`src/rtl/core/tpbt_pkg.sv`:
```
package tpbt_pkg;

  // One input word: a poll tick or the completion of a burst read.
  typedef struct packed {
    logic       req_type;
    logic [31:0] now_ms;
    logic       irq_active;
    logic       read_ok;
    logic [7:0] gesture_code;
    logic [7:0] finger_count;
    logic [7:0] x_high;
    logic [7:0] x_low;
    logic [7:0] y_high;
    logic [7:0] y_low;
  } in_word_t;

  // One result word.
  typedef struct packed {
    logic        start_read;
    logic        reset_pulse;
    logic        report_taken;
    logic        touch_down;
    logic [11:0] x_pos;
    logic [11:0] y_pos;
    logic        swipe_valid;
    logic [1:0]  swipe_dir;
  } out_word_t;

  localparam int unsigned CfgIdxW  = 3;
  localparam int unsigned CfgDataW = 16;

  typedef enum logic [CfgIdxW-1:0] {
    CFG_RELEASE_TIMEOUT = 3'd0,
    CFG_RELEASE_POLLS   = 3'd1,
    CFG_POLL_INTERVAL   = 3'd2,
    CFG_BACKOFF_MAX     = 3'd3,
    CFG_QUIET_FAILS     = 3'd4,
    CFG_RECOVER_AFTER   = 3'd5,
    CFG_RECOVER_COOL    = 3'd6
  } cfg_idx_e;

  localparam logic [15:0] RstReleaseTimeout = 16'd60;
  localparam logic [15:0] RstReleasePolls   = 16'd8;
  localparam logic [9:0]  RstPollInterval   = 10'd10;
  localparam logic [15:0] RstBackoffMax     = 16'd160;
  localparam logic [2:0]  RstQuietFails     = 3'd4;
  localparam logic [15:0] RstRecoverAfter   = 16'd2000;
  localparam logic [15:0] RstRecoverCool    = 16'd1000;

  localparam logic [7:0] GestNone  = 8'd0;
  localparam logic [7:0] GestDown  = 8'd1;
  localparam logic [7:0] GestUp    = 8'd2;
  localparam logic [7:0] GestLeft  = 8'd3;
  localparam logic [7:0] GestRight = 8'd4;

  localparam logic [1:0] DirUp    = 2'd0;
  localparam logic [1:0] DirDown  = 2'd1;
  localparam logic [1:0] DirLeft  = 2'd2;
  localparam logic [1:0] DirRight = 2'd3;

  localparam logic [15:0] IdleMax = 16'hFFFF;

endpackage

```
`src/rtl/core/touch_poll_backoff_tracker_unit.sv`:
```
// Each result word is registered in the output register; one word is taken per cycle unless
// a stalled result holds it. The whole tick or completion decision is a single pass
// of compares and a shift between the scheduler state registers and the output register.
// Reset (rst_ni low, asynchronous) clears all scheduler state, empties the output register
// and loads the configuration registers with their default values.
module touch_poll_backoff_tracker_unit (
  input  logic                          clk_i,
  input  logic                          rst_ni,
  input  logic                          in_valid_i,
  output logic                          in_stall_o,
  input  tpbt_pkg::in_word_t            in_data_i,
  output logic                          out_valid_o,
  input  logic                          out_stall_i,
  output tpbt_pkg::out_word_t           out_data_o,
  input  logic                          cfg_valid_i,
  output logic                          cfg_ready_o,
  input  logic [tpbt_pkg::CfgIdxW-1:0]  cfg_index_i,
  input  logic [tpbt_pkg::CfgDataW-1:0] cfg_data_i
);
  import tpbt_pkg::*;

  // Configuration registers. Writes are always taken; an index beyond the list is ignored.
  logic [15:0] rel_timeout_q, rel_polls_q, backoff_max_q, recover_after_q, recover_cool_q;
  logic [9:0]  poll_interval_q;
  logic [2:0]  quiet_fails_q;

  assign cfg_ready_o = 1'b1;

  always_ff @(posedge clk_i or negedge rst_ni) begin
    if (!rst_ni) begin
      rel_timeout_q   <= RstReleaseTimeout;
      rel_polls_q     <= RstReleasePolls;
      poll_interval_q <= RstPollInterval;
      backoff_max_q   <= RstBackoffMax;
      quiet_fails_q   <= RstQuietFails;
      recover_after_q <= RstRecoverAfter;
      recover_cool_q  <= RstRecoverCool;
    end else if (cfg_valid_i && cfg_ready_o) begin
      unique case (cfg_idx_e'(cfg_index_i))
        CFG_RELEASE_TIMEOUT: rel_timeout_q   <= cfg_data_i;
        CFG_RELEASE_POLLS:   rel_polls_q     <= cfg_data_i;
        CFG_POLL_INTERVAL:   poll_interval_q <= cfg_data_i[9:0];
        CFG_BACKOFF_MAX:     backoff_max_q   <= cfg_data_i;
        CFG_QUIET_FAILS:     quiet_fails_q   <= cfg_data_i[2:0];
        CFG_RECOVER_AFTER:   recover_after_q <= cfg_data_i;
        CFG_RECOVER_COOL:    recover_cool_q  <= cfg_data_i;
        default: ;
      endcase
    end
  end

  // Handshake. The output register is refilled in the same cycle that its word leaves,
  // so a new word is taken every cycle unless a finished word is held up downstream.
  logic out_valid_q;
  logic in_acc;

  assign in_stall_o  = out_valid_q && out_stall_i;
  assign in_acc      = in_valid_i && !in_stall_o;
  assign out_valid_o = out_valid_q;

  // Scheduler state.
  logic        touch_q, prev_active_q, tick_int_q, silence_valid_q;
  logic [7:0]  gesture_q;
  logic [31:0] last_report_q, last_attempt_q, silence_start_q, last_reset_q, tick_time_q;
  logic [15:0] idle_q;
  logic [2:0]  unans_q;
  logic [11:0] x_q, y_q;

  logic        touch_d, prev_active_d, tick_int_d, silence_valid_d;
  logic [7:0]  gesture_d;
  logic [31:0] last_report_d, last_attempt_d, silence_start_d, last_reset_d, tick_time_d;
  logic [15:0] idle_d;
  logic [2:0]  unans_d;
  logic [11:0] x_d, y_d;
  out_word_t   res_d, out_data_q;

  // Shared decision terms.
  logic [16:0] iv_raw;
  logic [15:0] interval;
  logic        quiet, wait_more, release_now, fire_pulse, issue_read;
  logic [31:0] idle_time, sil_start_eff;
  logic [15:0] idle_inc;

  always_comb begin
    // Backoff interval: base period doubled per unanswered read, capped at the ceiling.
    iv_raw   = 17'(poll_interval_q) << unans_q;
    interval = (iv_raw > {1'b0, backoff_max_q}) ? backoff_max_q : iv_raw[15:0];
    quiet    = unans_q >= quiet_fails_q;
    wait_more = (in_data_i.now_ms - last_attempt_q) < {16'd0, interval};
    issue_read = in_data_i.irq_active || !(quiet || wait_more);

    // Idle counting is shared by an idle tick and a failed read; a failed read takes its
    // time from the tick that requested it.
    idle_time   = in_data_i.req_type ? tick_time_q : in_data_i.now_ms;
    idle_inc    = (idle_q != IdleMax) ? idle_q + 16'd1 : idle_q;
    release_now = touch_q && (idle_inc >= rel_polls_q) &&
                  ((idle_time - last_report_q) >= {16'd0, rel_timeout_q});

    // Recovery pulse: silence measured from the first failure after the last report.
    sil_start_eff = silence_valid_q ? silence_start_q : tick_time_q;
    fire_pulse    = tick_int_q &&
                    ((tick_time_q - sil_start_eff) > {16'd0, recover_after_q}) &&
                    ((tick_time_q - last_reset_q) > {16'd0, recover_cool_q});

    touch_d         = touch_q;
    prev_active_d   = prev_active_q;
    tick_int_d      = tick_int_q;
    silence_valid_d = silence_valid_q;
    gesture_d       = gesture_q;
    last_report_d   = last_report_q;
    last_attempt_d  = last_attempt_q;
    silence_start_d = silence_start_q;
    last_reset_d    = last_reset_q;
    tick_time_d     = tick_time_q;
    idle_d          = idle_q;
    unans_d         = unans_q;
    x_d             = x_q;
    y_d             = y_q;

    res_d              = '0;

    if (!in_data_i.req_type) begin
      if (issue_read) begin
        last_attempt_d   = in_data_i.now_ms;
        tick_time_d      = in_data_i.now_ms;
        tick_int_d       = in_data_i.irq_active;
        res_d.start_read = 1'b1;
      end else begin
        idle_d = idle_inc;
        if (release_now) begin
          touch_d       = 1'b0;
          prev_active_d = 1'b0;
        end
      end
    end else if (!in_data_i.read_ok) begin
      if (unans_q < quiet_fails_q) begin
        unans_d = unans_q + 3'd1;
      end
      silence_valid_d = 1'b1;
      silence_start_d = sil_start_eff;
      if (fire_pulse) begin
        last_reset_d      = tick_time_q;
        res_d.reset_pulse = 1'b1;
      end
      idle_d = idle_inc;
      if (release_now) begin
        touch_d       = 1'b0;
        prev_active_d = 1'b0;
      end
    end else begin
      unans_d         = 3'd0;
      silence_valid_d = 1'b0;
      silence_start_d = 32'd0;
      idle_d          = 16'd0;
      last_report_d   = tick_time_q;
      touch_d         = in_data_i.finger_count != 8'd0;
      if (touch_d) begin
        x_d = {in_data_i.x_high[3:0], in_data_i.x_low};
        y_d = {in_data_i.y_high[3:0], in_data_i.y_low};
        if (!prev_active_q) begin
          gesture_d = GestNone;
        end
      end
      if (in_data_i.gesture_code != GestNone) begin
        gesture_d = in_data_i.gesture_code;
      end
      prev_active_d      = touch_d;
      res_d.report_taken = 1'b1;
    end

    res_d.touch_down = touch_d;
    res_d.x_pos      = x_d;
    res_d.y_pos      = y_d;

    // Swipe direction as seen by the user: each gesture code maps to the direction of its name.
    unique case (gesture_d)
      GestDown:  begin res_d.swipe_valid = 1'b1; res_d.swipe_dir = DirDown;  end
      GestUp:    begin res_d.swipe_valid = 1'b1; res_d.swipe_dir = DirUp;    end
      GestLeft:  begin res_d.swipe_valid = 1'b1; res_d.swipe_dir = DirLeft;  end
      GestRight: begin res_d.swipe_valid = 1'b1; res_d.swipe_dir = DirRight; end
      default:   begin res_d.swipe_valid = 1'b0; res_d.swipe_dir = DirUp;    end
    endcase
  end

  always_ff @(posedge clk_i or negedge rst_ni) begin
    if (!rst_ni) begin
      touch_q         <= 1'b0;
      prev_active_q   <= 1'b0;
      tick_int_q      <= 1'b0;
      silence_valid_q <= 1'b0;
      gesture_q       <= GestNone;
      last_report_q   <= 32'd0;
      last_attempt_q  <= 32'd0;
      silence_start_q <= 32'd0;
      last_reset_q    <= 32'd0;
      tick_time_q     <= 32'd0;
      idle_q          <= 16'd0;
      unans_q         <= 3'd0;
      x_q             <= 12'd0;
      y_q             <= 12'd0;
    end else if (in_acc) begin
      touch_q         <= touch_d;
      prev_active_q   <= prev_active_d;
      tick_int_q      <= tick_int_d;
      silence_valid_q <= silence_valid_d;
      gesture_q       <= gesture_d;
      last_report_q   <= last_report_d;
      last_attempt_q  <= last_attempt_d;
      silence_start_q <= silence_start_d;
      last_reset_q    <= last_reset_d;
      tick_time_q     <= tick_time_d;
      idle_q          <= idle_d;
      unans_q         <= unans_d;
      x_q             <= x_d;
      y_q             <= y_d;
    end
  end

  // Output register: loaded on every accepted word, emptied when its word is taken.
  always_ff @(posedge clk_i or negedge rst_ni) begin
    if (!rst_ni) begin
      out_valid_q <= 1'b0;
    end else if (in_acc) begin
      out_valid_q <= 1'b1;
    end else if (!out_stall_i) begin
      out_valid_q <= 1'b0;
    end
  end

  always_ff @(posedge clk_i) begin
    if (in_acc) begin
      out_data_q <= res_d;
    end
  end

  assign out_data_o = out_data_q;

`ifndef SYNTHESIS
  // A word is either a tick result or a completion result, never both.
  a_kind_exclusive: assert property (@(posedge clk_i) disable iff (!rst_ni)
    out_valid_o |-> !(out_data_o.start_read && (out_data_o.reset_pulse ||
                      out_data_o.report_taken)))
    else $error("tick and completion flags set in one result word");

  // A decoded report clears the failure and idle history.
  a_report_clears: assert property (@(posedge clk_i) disable iff (!rst_ni)
    (in_acc && in_data_i.req_type && in_data_i.read_ok) |=>
      (unans_q == 3'd0 && idle_q == 16'd0 && !silence_valid_q))
    else $error("report did not clear failure history");

  // Every accepted word leaves a result in the output register.
  a_result_loaded: assert property (@(posedge clk_i) disable iff (!rst_ni)
    in_acc |=> out_valid_q)
    else $error("accepted word produced no result");

  // Direction is zero whenever no swipe is latched.
  a_dir_idle: assert property (@(posedge clk_i) disable iff (!rst_ni)
    (out_valid_o && !out_data_o.swipe_valid) |-> (out_data_o.swipe_dir == DirUp))
    else $error("swipe direction set without a swipe");

  // The failure count never passes the quiet threshold by counting.
  a_unans_bound: assert property (@(posedge clk_i) disable iff (!rst_ni)
    (in_acc && in_data_i.req_type && !in_data_i.read_ok &&
     unans_q >= quiet_fails_q) |=> $stable(unans_q))
    else $error("unanswered count grew while quiet");
`endif

endmodule

```
`config.mk`:
```
export PLATFORM = sky130hd
export DESIGN_NAME = touch_poll_backoff_tracker_unit
export DESIGN_NICKNAME = d
export VERILOG_FILES = /design/src/rtl/core/tpbt_pkg.sv /design/src/rtl/core/touch_poll_backoff_tracker_unit.sv
export SDC_FILE = /design/constraint.sdc
export NUM_CORES = 1
export LEC_CHECK = 0
export BUFFER_PORTS_ARGS = -buffer_cell sky130_fd_sc_hd__buf_2
export CAP_MARGIN = 20
export CORE_MARGIN = 2
export CORE_UTILIZATION = 27
export CTS_BUF_LIST = sky130_fd_sc_hd__clkbuf_4 sky130_fd_sc_hd__clkbuf_8 sky130_fd_sc_hd__clkbuf_16
export DETAILED_ROUTE_END_ITERATION = 12
export GPL_TIMING_DRIVEN = 1
export PLACE_DENSITY = 0.5
export REMOVE_ABC_BUFFERS = 1
export SLEW_MARGIN = 10
export SYNTH_ARGS = -nofsm -noshare
export SYNTH_HDL_FRONTEND = slang
export SYNTH_SLANG_ARGS = --single-unit
```
`constraint.sdc`:
```
create_clock -name clk_i -period 11.37 [get_ports clk_i]
set_clock_uncertainty 0.05 [all_clocks]
set_input_delay 1.7055 -clock clk_i [delete_from_list [all_inputs] [get_ports clk_i]]
set_output_delay 1.7055 -clock clk_i [all_outputs]
set_load 0.01 [all_outputs]
```
==> impl_metrics.yaml <==
setup_path:
  r2r_cells: 23
  startpoint: "unans_q[0]$_DFFE_PN0P_"
  required_ps: 11760
  cp-end-kind: "flop"
  critPathKind: "flop to flop"
  cp_max_fo: 32
  r2r_slack_ps: 3820
  start_kind: "flop"
  cp.arrival_ps: 7950
  r2r_start: "unans_q[0]$_DFFE_PN0P_"
  reg2reg_to: "tick_time_q[1]$_DFFE_PN0P_"
floorplanning:
  die_h_um: 299.5
  num_rows: 108
  io_pins: 141
  dieArea_um2: 89690
  coreArea_um2: 86620
  start_util_pct: 27.22
  fp.dieW_um: 299.5
logic_synthesis:
  synth.cell_area_um2: 23580
  syn_inst: 2618
  yosysWarnings: 0
  ys_types: 106
  ys_ff_latch: 308
  synth-async-reset-ratio_pct: 89.94
  ys_seq_area_share_pct: 33.47
  synth_edf_count: 31
  synth_area_per_cell_um2: 9.005
  synth-main-ff-cell: "dfrtp_1"
clocking:
  cts_buffers: 42
  cts_sinks: 308
  clock-root-buffer: "clkbuf_16"
  h-tree-depth: 2
  clock_path_buffers: 3
  hold_buffers: 0
  tritoncts: "built"
  cts-resized-gates: 0
  postCtsSetupBuffers: 0
  path_clk_slew_ps: 60
  clk-insertion-delay-late_ps: 570
layout:
  utilization_pct: 30.93
  nets: 3038
  syn_to_final_growth_pct: 13.62
  final_cells: 3896
  layout-drive-gt1-share_pct: 15.57
sta:
  rsz0062_at_grt: "false"
  hold_ws_ps: 418.4
  timing.final.crit_period_ps: 7553
  fin_crit_sh_pct: 66.43
  fmax_mhz: 132.4
  tightest_slew_ps: 1049
  drv_slew: 0
  fin_ws_ps: 3817
  finalHoldViolCount: 0
  fin_setup_tns_ps: 0
  slew-limit-headroom_pct: 29.70
  finalSetupViolCount: 0
min_path:
  hold_end: "y_q[3]$_DFFE_PN0P_"
  hold_path_depth: 2
  hp-start: "y_q[3]$_DFFE_PN0P_"
  hold_path.class: "flop to flop"
route:
  vias_per_cell: 4.929
  wl_per_cell_um: 17.91
  drt.antenna.violating_nets: 0
  routed_wl_mm: 69.78
  dr_total_vias: 19205
  first_pass_iters: 7
  drc: 0
  drt_iter0_drc: 1200
grt:
  grt_pass1_vias: 18970
  antenna_found_initial: 18
  grt_pass1_wl_mm: 109.0
  overflow: 0
  grt_max_degree: 128
  track_usage_pct: 15.38
placement:
  dpl.hpwl_mm: 53.43
  place_inst: 3814
  dp_worst_setup_slack_ps: 3363
  place_congestion: 0.8577
  numPortBuffers: 131
power_and_ir_drop:
  power_leakage_nw: 12.29
  peakVddDrop_mv: 0.1049
  power_density_nw_per_um2: 299.4
outcome:
  status: "complete, no violations"
run:
  drv_cap: 0
cells by family (layout without fill, tap and decap cells):
family / Yosys count / after routing / synth area share (%)
AO/OA/AOI/OAI: 676 / 676 / 18.75
flip-flops: 308 / 308 / 33.47
buffers and inverters: 329 / 447 / 5.737
AND/OR/NAND/NOR: 727 / 727 / 14.63
adder cells (fa/ha/maj): 228 / 228 / 12.23
XOR/XNOR: 96 / 96 / 3.567
multiplexers: 253 / 253 / 11.60
other: 1 / 6 / 0.01591
how the worst max path moves through the flow:
stage                                  endpoint  slack, ps  cells past startpoint
floorplan           last_reset_q[0]$_DFFE_PN0P_       4830                      6
global placement       out_data_o[27]$_DFFE_PP_       3460                     24
detailed placement     out_data_o[27]$_DFFE_PP_       3360                     24
CTS                  tick_time_q[1]$_DFFE_PN0P_       3950                     23
global route         tick_time_q[1]$_DFFE_PN0P_       3390                     23
finish               tick_time_q[1]$_DFFE_PN0P_       3820                     23
stage by stage:
| stage | power [mW] | area (µm²) |
|---|---|---|
| finish | 8.020 | 26790 |
| global route | 8.780 | 26770 |
| CTS | 8.084 | 26770 |
| detailed placement | 6.660 | 25350 |
| global placement | 6.641 | 25340 |
| floorplan | 5.394 | 23040 |
final cells by class:
class | instances | area [µm²]
diodes | 5 | 12.51
clock buffers | 65 | 1297
clock inverters | 12 | 125.1
fillers | 9059 | 59830
inverters | 219 | 822.0
multi-input cells | 1981 | 14360
flip-flops and latches | 308 | 7891
well taps | 1155 | 1445
repair buffers | 151 | 832.0
where the power goes:
| group | switching, mW | total [mW] | internal [mW] |
|---|---|---|---|
| logic | 2.90 | 4.96 | 2.06 |
| clock network | 0.529 | 1.36 | 0.832 |
| registers | 0.280 | 1.70 | 1.42 |
| total | 3.71 | 8.02 | 4.31 |
state kept, by name (all words and copies together) (netlist names), 8 cells and up:
signal	flops
last_report_q	32
last_reset_q	32
silence_start_q	32
tick_time_q	32
out_data_o	31
backoff_max_q	16
idle_q	16
recover_after_q	16
recover_cool_q	16
rel_polls_q	16
rel_timeout_q	16
x_q	12
y_q	12
poll_interval_q	10
gesture_q	8
critical path: stages (launching register included):
cell       delay, ps
dfrtp_1          750
clkinv_1         430
nor2_1           190
a21oi_1           70
nand2_1           80
o21ai_0          150
ha_1             380
nand4_1          150
nor3_1           320
a221oi_1         150
a21oi_2          130
buf_4            280
mux2i_1          160
ha_1             260
a221o_1          300
a2111oi_0        860
o211ai_1         370
a311oi_1         330
o2111ai_1        160
nor4_1           170
and4_1           360
o21bai_1         130
nand2_2          750
mux2_2           410
Yosys cell counts (23+ instances only):
cell / count / share of area [%]
ha_1: 224 / 12
mux2_1: 29 / 1.4
nand4_1: 39 / 1.0
a211oi_1: 23 / 0.73
mux2i_1: 100 / 4.2
and3_1: 23 / 0.61
o21ai_0: 159 / 3.4
xnor2_1: 56 / 2.1
clkbuf_1: 78 / 1.2
nand2b_1: 28 / 0.74
inv_1: 217 / 3.5
mux2_2: 121 / 5.8
nand2_1: 336 / 5.3
a21o_1: 59 / 1.9
o31ai_1: 44 / 1.4
a21oi_1: 175 / 3.7
nand3_1: 53 / 1.1
xor2_1: 40 / 1.5
nor3_1: 40 / 0.85
dfrtp_1: 255 / 27
edfxtp_1: 31 / 3.9
nor2_1: 105 / 1.7
o211ai_1: 29 / 0.92
layout by cell type (no fill, tap or decap), types with 16 or more instances in the layout:
| cell | Yosys | routed |
|---|---|---|
| clkbuf_16 | 0 | 43 |
| nor2_1 | 105 | 104 |
| dfstp_2 | 22 | 22 |
| dfrtp_1 | 255 | 254 |
| inv_1 | 217 | 217 |
| xor2_1 | 40 | 40 |
| buf_2 | 11 | 130 |
| o21ai_0 | 159 | 159 |
| nand3_1 | 53 | 53 |
| nor2b_1 | 18 | 18 |
| o21ai_1 | 21 | 21 |
| and3_1 | 23 | 23 |
| mux2_1 | 29 | 29 |
| a31oi_1 | 16 | 16 |
| mux2i_1 | 100 | 100 |
| mux2_2 | 121 | 121 |
| a21oi_1 | 175 | 174 |
| xnor2_1 | 56 | 56 |
| nand2b_1 | 28 | 28 |
| nor3_1 | 40 | 39 |
| nand2_1 | 336 | 336 |
| a21o_1 | 59 | 59 |
| nand4_1 | 39 | 39 |
| o21a_1 | 19 | 19 |
| a211oi_1 | 23 | 23 |
| buf_4 | 4 | 18 |
| ha_1 | 224 | 224 |
| o211ai_1 | 29 | 29 |
| o31ai_1 | 44 | 44 |
| edfxtp_1 | 31 | 31 |
routing by layer:
layer	wire [µm]	vias up	part of all wire [%]	track usage [%]
met1	32990	9127	47	21.01
li1	-	9602	-	-
met4	2012	8	2.9	4.476
met3	3415	98	4.9	2.363
met2	31310	370	45	25.05
met5	54	-	0.077	0
No activity file was read; power rests on OpenSTA's default activity.
